==> src/hdl/cek7_pkg.sv <==
package cek7_pkg;

    localparam int BYTE_W = 8;
    localparam int HIST_W = 7;
    localparam int WORD_W = 64;
    localparam int FMT_W  = 2;
    localparam int PAIR_W = 2 * BYTE_W;

    localparam logic [HIST_W-1:0] TAPS_A      = 7'h4F;
    localparam logic [HIST_W-1:0] TAPS_B      = 7'h6D;
    localparam logic [3:0]        SPREAD_ONE  = 4'hC;
    localparam logic [3:0]        SPREAD_ZERO = 4'h3;

    localparam logic [FMT_W-1:0] FMT_PAIRS  = 2'd0;
    localparam logic [FMT_W-1:0] FMT_NIBBLE = 2'd1;
    localparam logic [FMT_W-1:0] FMT_SPREAD = 2'd2;
    localparam logic [FMT_W-1:0] FMT_RESET  = FMT_NIBBLE;

    typedef struct packed {
        logic [BYTE_W-1:0] data_byte;
        logic [HIST_W-1:0] hist;
    } item_t;

endpackage

==> src/hdl/cek7_history.sv <==
module cek7_history (
    input  logic                          clk,
    input  logic                          rst_n,
    input  logic                          in_valid,
    output logic                          in_ready,
    input  logic [cek7_pkg::BYTE_W-1:0]   in_byte,
    input  logic                          in_clear,
    input  logic                          advance,
    output logic                          item_valid,
    output cek7_pkg::item_t               item
);

    logic                        valid_reg;
    logic                        valid_next;
    cek7_pkg::item_t             item_reg;
    logic [cek7_pkg::HIST_W-1:0] hist_reg;
    logic [cek7_pkg::HIST_W-1:0] hist_next;
    logic                        accept;

    assign in_ready   = !valid_reg || advance;
    assign accept     = in_valid && in_ready;
    assign item_valid = valid_reg;
    assign item       = item_reg;

    // after eight shifts the register holds the low seven bits reversed
    always_comb
    begin
        hist_next = hist_reg;
        if (accept)
        begin
            for (int j = 0; j < cek7_pkg::HIST_W; j++)
            begin
                hist_next[j] = in_clear ? 1'b0 : in_byte[cek7_pkg::HIST_W-1-j];
            end
        end
    end

    always_comb
    begin
        valid_next = valid_reg;
        if (accept)
        begin
            valid_next = 1'b1;
        end
        else if (advance)
        begin
            valid_next = 1'b0;
        end
    end

    always_ff @(posedge clk or negedge rst_n)
    begin
        if (!rst_n)
        begin
            valid_reg <= 1'b0;
            hist_reg  <= '0;
        end
        else
        begin
            valid_reg <= valid_next;
            hist_reg  <= hist_next;
        end
    end

    always_ff @(posedge clk)
    begin
        if (accept)
        begin
            item_reg.data_byte <= in_byte;
            item_reg.hist      <= hist_reg;
        end
    end

endmodule

==> src/hdl/cek7_encode.sv <==
module cek7_encode (
    input  cek7_pkg::item_t               item,
    input  logic [cek7_pkg::FMT_W-1:0]    output_format,
    output logic [cek7_pkg::WORD_W-1:0]   code_word
);

    logic [cek7_pkg::PAIR_W-1:0] pairs;
    logic [31:0]                 nibbles;
    logic [cek7_pkg::WORD_W-1:0] spread;

    always_comb
    begin
        logic [cek7_pkg::HIST_W-1:0] h_pre;
        logic [cek7_pkg::HIST_W-1:0] h_post;
        logic                        a_pre;
        logic                        b_pre;
        logic                        a_post;
        logic                        b_post;
        pairs   = '0;
        nibbles = '0;
        h_pre   = item.hist;
        for (int k = 0; k < cek7_pkg::BYTE_W; k++)
        begin
            h_post = {item.data_byte[cek7_pkg::BYTE_W-1-k], h_pre[cek7_pkg::HIST_W-1:1]};
            a_pre  = ^(h_pre & cek7_pkg::TAPS_A);
            b_pre  = ^(h_pre & cek7_pkg::TAPS_B);
            a_post = ^(h_post & cek7_pkg::TAPS_A);
            b_post = ^(h_post & cek7_pkg::TAPS_B);
            pairs[cek7_pkg::PAIR_W-1-2*k -: 2] = {a_pre, b_pre};
            nibbles[31-4*k -: 4]               = {a_post, a_post, b_post, b_post};
            h_pre = h_post;
        end
    end

    always_comb
    begin
        for (int i = 0; i < cek7_pkg::PAIR_W; i++)
        begin
            spread[4*i+3 -: 4] = pairs[i] ? cek7_pkg::SPREAD_ONE : cek7_pkg::SPREAD_ZERO;
        end
    end

    always_comb
    begin
        unique case (output_format)
            cek7_pkg::FMT_PAIRS:  code_word = {{(cek7_pkg::WORD_W-cek7_pkg::PAIR_W){1'b0}}, pairs};
            cek7_pkg::FMT_NIBBLE: code_word = {32'd0, nibbles};
            cek7_pkg::FMT_SPREAD: code_word = spread;
            default:              code_word = '0;
        endcase
    end

endmodule

==> src/hdl/conv_encoder_k7_with_spreading_unit.sv <==
// Rate 1/2, K=7 convolutional encoder (taps A = bits 0,1,2,3,6, B = bits 0,2,3,5,6,
// bit 6 newest) taking one byte per word, MSB first, and giving one 64-bit code
// word per input word, right aligned, first code bit most significant. cfg_data
// selects the form (reset 1): 0 = 16-bit delayed A/B pairs, 1 = 32-bit nibbles
// AABB after each shift, 2 = format 0 with each bit spread to 1100 or 0011,
// 3 = all zeros. tlast on the input clears the history after that byte. One word
// per cycle sustained while m_axis_tready is high; a word passes the input and the
// output register around the unrolled eight-bit XOR network. Write cfg only idle.
module conv_encoder_k7_with_spreading_unit (
    input  logic                          clk,
    input  logic                          rst_n,
    input  logic                          cfg_valid,
    output logic                          cfg_ready,
    input  logic [cek7_pkg::FMT_W-1:0]    cfg_data,       // output_format
    input  logic                          s_axis_tvalid,
    output logic                          s_axis_tready,
    input  logic [cek7_pkg::BYTE_W-1:0]   s_axis_tdata,   // data_byte
    input  logic                          s_axis_tlast,   // clear_after
    output logic                          m_axis_tvalid,
    input  logic                          m_axis_tready,
    output logic [cek7_pkg::WORD_W-1:0]   m_axis_tdata    // code_word
);

    logic [cek7_pkg::FMT_W-1:0]  format_reg;
    logic                        out_valid_reg;
    logic                        out_valid_next;
    logic [cek7_pkg::WORD_W-1:0] out_data_reg;
    logic                        load;
    logic                        item_valid;
    cek7_pkg::item_t             item;
    logic [cek7_pkg::WORD_W-1:0] code_word;

    assign cfg_ready     = 1'b1;
    assign load          = !out_valid_reg || m_axis_tready;
    assign m_axis_tvalid = out_valid_reg;
    assign m_axis_tdata  = out_data_reg;

    cek7_history u_history (
        .clk        (clk),
        .rst_n      (rst_n),
        .in_valid   (s_axis_tvalid),
        .in_ready   (s_axis_tready),
        .in_byte    (s_axis_tdata),
        .in_clear   (s_axis_tlast),
        .advance    (load),
        .item_valid (item_valid),
        .item       (item)
    );

    cek7_encode u_encode (
        .item          (item),
        .output_format (format_reg),
        .code_word     (code_word)
    );

    assign out_valid_next = load ? item_valid : out_valid_reg;

    always_ff @(posedge clk or negedge rst_n)
    begin
        if (!rst_n)
        begin
            format_reg    <= cek7_pkg::FMT_RESET;
            out_valid_reg <= 1'b0;
        end
        else
        begin
            if (cfg_valid)
            begin
                format_reg <= cfg_data;
            end
            out_valid_reg <= out_valid_next;
        end
    end

    always_ff @(posedge clk)
    begin
        if (load && item_valid)
        begin
            out_data_reg <= code_word;
        end
    end

endmodule
==> config.mk <==
export PLATFORM = sky130hd
export DESIGN_NAME = conv_encoder_k7_with_spreading_unit
export DESIGN_NICKNAME = d
export VERILOG_FILES = /design/src/hdl/cek7_pkg.sv /design/src/hdl/cek7_history.sv /design/src/hdl/cek7_encode.sv /design/src/hdl/conv_encoder_k7_with_spreading_unit.sv
export SDC_FILE = /design/constraint.sdc
export NUM_CORES = 1
export LEC_CHECK = 0
export BUFFER_PORTS_ARGS = -buffer_cell sky130_fd_sc_hd__buf_2
export CAP_MARGIN = 20
export CORE_UTILIZATION = 40
export DETAILED_ROUTE_END_ITERATION = 10
export HOLD_SLACK_MARGIN = 0.1
export PLACE_DENSITY = 0.64
export SLEW_MARGIN = 20
export SYNTH_ARGS = -nofsm -noshare
export SYNTH_HDL_FRONTEND = slang
export SYNTH_SLANG_ARGS = --single-unit
export TNS_END_PERCENT = 5
==> constraint.sdc <==
create_clock -name clk -period 2.2 [get_ports clk]
set_input_delay 0 -clock clk [delete_from_list [all_inputs] [get_ports clk]]
set_output_delay 0 -clock clk [all_outputs]
set_load 0.005 [all_outputs]
==> results of run 1 <==
==> kinds of logic (layout without fill, tap and decap cells) <==
logic type	count (synthesis)	in the layout	share of synthesized area, %
buf+inv	39	119	7.95
flops	66	66	60.3
mux	3	3	1.02
compound gates	36	36	7.28
simple gates	46	46	7.48
xor+xnor	48	48	15.8
other cells	1	1	0.117
==> area by class of cell <==
type | instances | area share (%)
flip-flops and latches | 66 | 49.4
multi-input cells | 134 | 26.0
repair buffers | 102 | 15.6
clock buffers | 10 | 3.27
well taps | 102 | 3.27
clock inverters | 6 | 2.31
inverters | 1 | 0.0962
==> Yosys cell counts <==
| library cell | count | area, um^2 |
|---|---|---|
| clkbuf_1 | 7 | 26.3 |
| xor2_1 | 13 | 114 |
| dfrtp_1 | 10 | 250 |
| o2bb2ai_1 | 2 | 17.5 |
| nand2b_1 | 12 | 75.1 |
| a22oi_1 | 3 | 22.5 |
| xnor3_1 | 4 | 90.1 |
| xnor2_2 | 1 | 16.3 |
| mux2_2 | 2 | 22.5 |
| xor2_2 | 1 | 16.3 |
| edfxtp_1 | 55 | 1650 |
| o211ai_1 | 4 | 30.0 |
| nor2_1 | 9 | 33.8 |
| buf_4 | 28 | 210 |
| conb_1 | 1 | 3.75 |
| o21ai_0 | 15 | 75.1 |
| a21o_1 | 1 | 7.51 |
| inv_1 | 1 | 3.75 |
| o22ai_1 | 6 | 37.5 |
| nand2_1 | 11 | 41.3 |
| o31ai_1 | 2 | 15.0 |
| mux2i_1 | 1 | 10.0 |
| and2_1 | 9 | 56.3 |
| a22oi_2 | 1 | 12.5 |
| a21boi_0 | 2 | 15.0 |
| xnor2_1 | 28 | 245 |
| or2_2 | 2 | 12.5 |
| dfstp_2 | 1 | 26.3 |
| nor2b_1 | 2 | 12.5 |
| buf_2 | 2 | 10.0 |
| xnor3_2 | 1 | 23.8 |
| buf_1 | 1 | 3.75 |
| nand3b_1 | 1 | 7.51 |
==> metrics by stage <==
step / hold slack, ns / setup WS (ns) / utilization (%) / area, um^2 / power (mW)
finish: 0.166 / 0.145 / 50.5 / 3900 / 3.58
global route: 0.163 / 0.0851 / 50.5 / 3900 / 3.76
CTS: 0.163 / 0.168 / 50.5 / 3900 / 3.60
detailed placement: -0.113 / 0.212 / 45.3 / 3500 / 2.49
global placement: -0.109 / 0.254 / 45.3 / 3500 / 2.47
floorplan: -0.296 / 0.343 / - / 3200 / 2.26
==> final timing paths <==
| check | start | to | cells after the start |
|---|---|---|---|
| max | u_history.item[13]$_DFFE_PP_ | m_axis_tdata[8]$_DFFE_PP_ | 4 |
| min | rst_n | format_reg[0]$_DFFE_PN1P_ | 2 |
| max reg2reg | u_history.item[13]$_DFFE_PP_ | m_axis_tdata[8]$_DFFE_PP_ | 4 |
| min reg2reg | u_history.hist_reg[3]$_DFFE_PN0P_ | u_history.item[3]$_DFFE_PP_ | 0 |
| max in group asynchronous | rst_n | u_history.hist_reg[1]$_DFFE_PN0P_ | 3 |
| min in group clk | s_axis_tdata[7] | u_history.item[14]$_DFFE_PP_ | 2 |
==> metal layers <==
layer  up-vias  track usage [%]  share of wire [%]  wire length, um
met5         -                0                  0                0
met4         0             5.56                1.3               71
met3         7             4.19                5.7              321
met2        81             23.9                 48             2730
met1       903             18.0                 45             2510
li1        956                -                  -                -
==> power by group through the flow <==
| stage | registers, mW | clock network, mW | logic, mW |
|---|---|---|---|
| finish | 1.67 | 1.10 | 0.816 |
| global route | 1.69 | 1.17 | 0.904 |
| CTS | 1.67 | 1.11 | 0.821 |
| detailed placement | 1.70 | 0 | 0.790 |
| global placement | 1.69 | 0 | 0.783 |
| floorplan | 1.68 | 0 | 0.581 |
==> placed cells by master, fill, tap and decap left out, drive strengths merged <==
| cell type | count |
|---|---|
| clkinvlp | 1 |
| inv | 2 |
| nand2 | 11 |
| mux2i | 1 |
| o22ai | 6 |
| nor2b | 2 |
| o211ai | 4 |
| clkbuf | 10 |
| o31ai | 2 |
| mux2 | 2 |
| edfxtp | 55 |
| a21boi | 2 |
| nand3b | 1 |
| buf | 84 |
| bufinv | 2 |
| o2bb2ai | 2 |
| conb | 1 |
| nor2 | 9 |
| dlygate4sd3 | 18 |
| a22oi | 4 |
| or2 | 2 |
| dfrtp | 10 |
| xnor2 | 29 |
| and2 | 9 |
| o21ai | 15 |
| xnor3 | 5 |
| clkinv | 2 |
| a21o | 1 |
| dfstp | 1 |
| xor2 | 14 |
| nand2b | 12 |
==> metrics.cfg, run 1 <==
[synth]
synth-seq-cells = 66
syn_area_per_cell_um2 = 13.4
synth.yosys.seq_area_share_pct = 60.3
mappedNetlistNets = 255
synth.distinct_cells = 33
netlist_area_um2 = 3200
netlist_instances = 239
synth-warning-count = 0

[routing]
totalWireLength_um = 5630
drtAntennaViolNets = 0
drc = 0
num_vias = 1947
wire_per_inst_um = 13.4
dr.first_iter.drc_count = 108
drt_pass1_iterations = 4
avgViaCountPerCell = 4.62

[power_and_ir_drop]
clkPwrFrac_pct = 30.6
powerDensity_nw_per_um2 = 917
intPower_mw = 2.60
power.leakage_nw = 1.60
netSwitchingPower_mw = 0.977
seqPwrFrac_pct = 46.5
switching_share_pct = 27.3
ir_worst_vdd_uv = 615
power.share.combinational_pct = 22.8

[floorplanning]
rows = 32
coreArea_um2 = 7730
die_x_um = 91.4
die_h_um = 91.4
boundaryPins = 83
die_area_um2 = 8350
start_util_pct = 41.4

[worst_setup_path]
cp.required_ns = 2.37
critical_path.max_fanout = 5
start_kind = register
crit_family = XOR/XNOR gates
crit_type = register to register
cp.buffers_inverters = 0
rrSetupSlack_ns = 0.14
end_kind = register
crit_slowest_cell = xnor3_2
max_stage_delay_ns = 0.52
arrival_ns = 2.23
path_cells = xnor3_2, xnor2_1, mux2i_1, a21boi_0

[clock_tree]
cts_tree = built
cts_num_sinks = 66
path_clk_slew_ns = 0.08
cts_resized = 0
htreeDepth = 3
cts_buffers = 9
post_cts_buffers = 0
cts_hold_buf = 18
cts_max_path_buffers = 2
cts_root_buf = clkbuf_8
clk_latency_ns = 0.34

[finish]
antenna_cells = 0
final_cells = 421
drive_gt1_share_pct = 34.2
seq_area_um2 = 1930
multi_input_comb_area_um2 = 1010
nets = 330
nFillCells = 706
area_growth_pct = 22.0
largest_reg_flops = 40

[timing]
setup_tns_ns = 0
setup_violations = 0
slew_violations = 0
relSlewSlack_pct = 36.6
tightest_slew_ns = 0.949
max_freq_mhz = 487
period_share_pct = 93.4
skew_ns = 0.0112
hold_violations = 0
timing.final.crit_period_ns = 2.06
rsz0062_at_grt = false

[run_status]
status = finished clean

[global_route]
track_usage_pct = 14.5
grt_max_degree = 41
grt_pass1_wl_um = 9090
antenna_found_initial = 0
grt-ovfl-total = 0
grt_pass1_vias = 1867

[placed_design]
port_buffers = 81
gp_congestion = 0.809
hpwl_um = 4130
dp_cells = 387

[flow_run]
cap_violations = 0

[worst_hold_path]
min_path_type = primary input to async pin

No activity file was read; power rests on OpenSTA's default activity.
==> inputs of run 2 (changes only) <==
Settings changed: PLACE_DENSITY 0.64 to 0.67.
Clock period 2.2 ns to 1.77 ns, I/O delays scaled along.
==> run 2 against run 1 <==
First-iteration DRC count shrank 45%. Routed wire length up 2.8%. Utilization up 3.3 points. Critical endpoint is now m_axis_tdata[15]$_DFFE_PP_. Highest routed layer unchanged. Largest cell class unchanged. Critical path type unchanged.
==> metrics.cfg, run 2 (synthesis results as in run 1) <==
[worst_setup_path]
rr_worst_depth = 5  ; +1
cp.required_ns = 1.86  ; -0.51 ns
start_kind = register
crit_slowest_cell = xnor3_2
end_kind = register
critical_path.max_fanout = 3  ; -2
arrival_ns = 1.83  ; -0.40 ns
crit_type = register to register
path_cells = xnor3_2, buf_6, xor2_1, a22oi_2, o21ai_1
max_stage_delay_ns = 0.46  ; -0.06 ns

[placed_design]
gp_congestion = 0.751  ; -7.3%
hpwl_um = 4190  ; +1.7%
postPlaceCellArea_um2 = 3640  ; +4.0%
port_buffers = 81  ; unchanged
post-place-ws_ns = -0.132  ; -0.345 ns

[global_route]
grt_max_degree = 41  ; unchanged
grt_pass1_vias = 1915  ; +2.6%
grt-ovfl-total = 0  ; unchanged
grt_pass1_wl_um = 9250  ; +1.7%
antenna_found_initial = 0  ; unchanged
track_usage_pct = 15.0  ; +0.51 points

[routing]
top_layer_used = met4
drc = 0  ; unchanged
wire_per_inst_um = 13.1  ; -1.9%
dr.first_iter.drc_count = 59  ; -45%
wl_met3_um = 334  ; +4.0%
drtAntennaViolNets = 0  ; unchanged
wirelength_met1_um = 2440  ; -2.6%
wl_met2_um = 2910  ; +6.8%
avgViaCountPerCell = 4.63  ; +0.17%
num_vias = 2043  ; +4.9%
totalWireLength_um = 5780  ; +2.8%
drt_pass1_iterations = 4  ; unchanged

[floorplanning]
die_x_um = 91.4  ; unchanged
die_area_um2 = 8350  ; unchanged
start_util_pct = 41.4  ; unchanged
rows = 32  ; unchanged
die_h_um = 91.4  ; unchanged
coreArea_um2 = 7730  ; unchanged
boundaryPins = 83  ; unchanged

[power_and_ir_drop]
finalPower_mw = 4.75  ; +33%
powerDensity_nw_per_um2 = 1140  ; +25%
power.leakage_nw = 1.74  ; +9.0%
ir_worst_vdd_uv = 630  ; +2.4%

[timing]
max_freq_mhz = 576  ; +18%
hold_violations = 0  ; unchanged
setup_ws_ns = 0.0340  ; -0.111 ns
setup_violations = 0  ; unchanged
tightest_slew_ns = 0.530  ; -0.419 ns
slew_violations = 0  ; unchanged
rsz0062_at_grt = true
skew_ns = 0.00794  ; -0.00327 ns
whs_ns = 0.142  ; -0.0244 ns
setup_tns_ns = 0  ; unchanged
period_share_pct = 98.1  ; +4.7 points
relSlewSlack_pct = 64.6  ; +28 points
timing.final.crit_period_ns = 1.74  ; -0.319 ns

[clock_tree]
cts_root_buf = clkbuf_8
path_clk_slew_ns = 0.07  ; about the same
cts_max_path_buffers = 2  ; unchanged
cts_buffers = 9  ; unchanged
cts_num_sinks = 66  ; unchanged
clk_latency_ns = 0.35  ; about the same
htreeDepth = 3  ; unchanged
cts_tree = built

[finish]
fin_area_um2 = 4150  ; +6.5%
nFillCells = 686  ; -2.8%
antenna_cells = 0  ; unchanged
drive_gt1_share_pct = 40.7  ; +6.5 points
nets = 350  ; +6.1%
layout_commonest_cell = buf_2
final_cell_mix = 81 x buf_2, 55 x edfxtp_1, 22 x xnor2_1
area_growth_pct = 30.0
largest_reg_flops = 40  ; unchanged

[flow_run]
cap_violations = 0  ; unchanged

[run_status]
status = finished clean

[worst_hold_path]
min_path_type = primary input to async pin

[run 2: final timing paths]
check | startpoint | to | slack (ns)
setup / recovery | u_history.item[12]$_DFFE_PP_ | m_axis_tdata[15]$_DFFE_PP_ | 0.03
max in group asynchronous | rst_n | u_history.hist_reg[2]$_DFFE_PN0P_ | 0.73
min in group clk | s_axis_tdata[7] | u_history.item[14]$_DFFE_PP_ | 0.37
setup reg to reg | u_history.item[12]$_DFFE_PP_ | m_axis_tdata[15]$_DFFE_PP_ | 0.03
hold reg to reg | u_history.hist_reg[2]$_DFFE_PN0P_ | u_history.item[2]$_DFFE_PP_ | 0.45
hold / removal | rst_n | format_reg[0]$_DFFE_PN1P_ | 0.14
[run 2: repair_timing]
action / 4_1_cts / 5_1_grt
setup buffers: 0 / 3
endpoints found under the setup margin: 6 / 17
hold buffers: 18 / 0
hold endpoints to repair: 30 / 0
resized for setup: 1 / 13
pin swaps: 2 / 5
[run 2: power breakdown]
part / internal [mW] / switching (mW)
combinational: 0.601 / 0.589
clock: 0.931 / 0.576
sequential: 1.96 / 0.0986
[run 2: per-stage QoR]
step,std cells,utilization (%)
6_report,441,53.8
5_1_grt,441,53.8
4_1_cts,438,52.7
3_5_place_dp,404,47.1
3_3_place_gp,404,47.1
2_1_floorplan,239,-
[run 2: routing by layer]
| metal | track usage, % | up-vias |
|---|---|---|
| met2 | 25.2 | 84 |
| met1 | 17.5 | 955 |
| met3 | 5.36 | 11 |
| met4 | 5.95 | 0 |
| li1 | - | 993 |
| met5 | 0 | - |
[run 2: layout make-up]
cell class              instances  area [um^2]  area share, %
repair buffers                122          774           18.6
clock buffers                   9          124           2.98
inverters                       1         3.75         0.0904
well taps                     102          128           3.07
multi-input cells             134         1080           26.0
clock inverters                 7          118           2.83
flip-flops and latches         66         1930           46.4
[run 2: critical path: cells and delay by family, from the launching register on]
kind | cells | cell delay, ns
buf+inv | 1 | 0.15
xor+xnor | 2 | 0.61
flops | 1 | 0.45
compound gates | 2 | 0.26
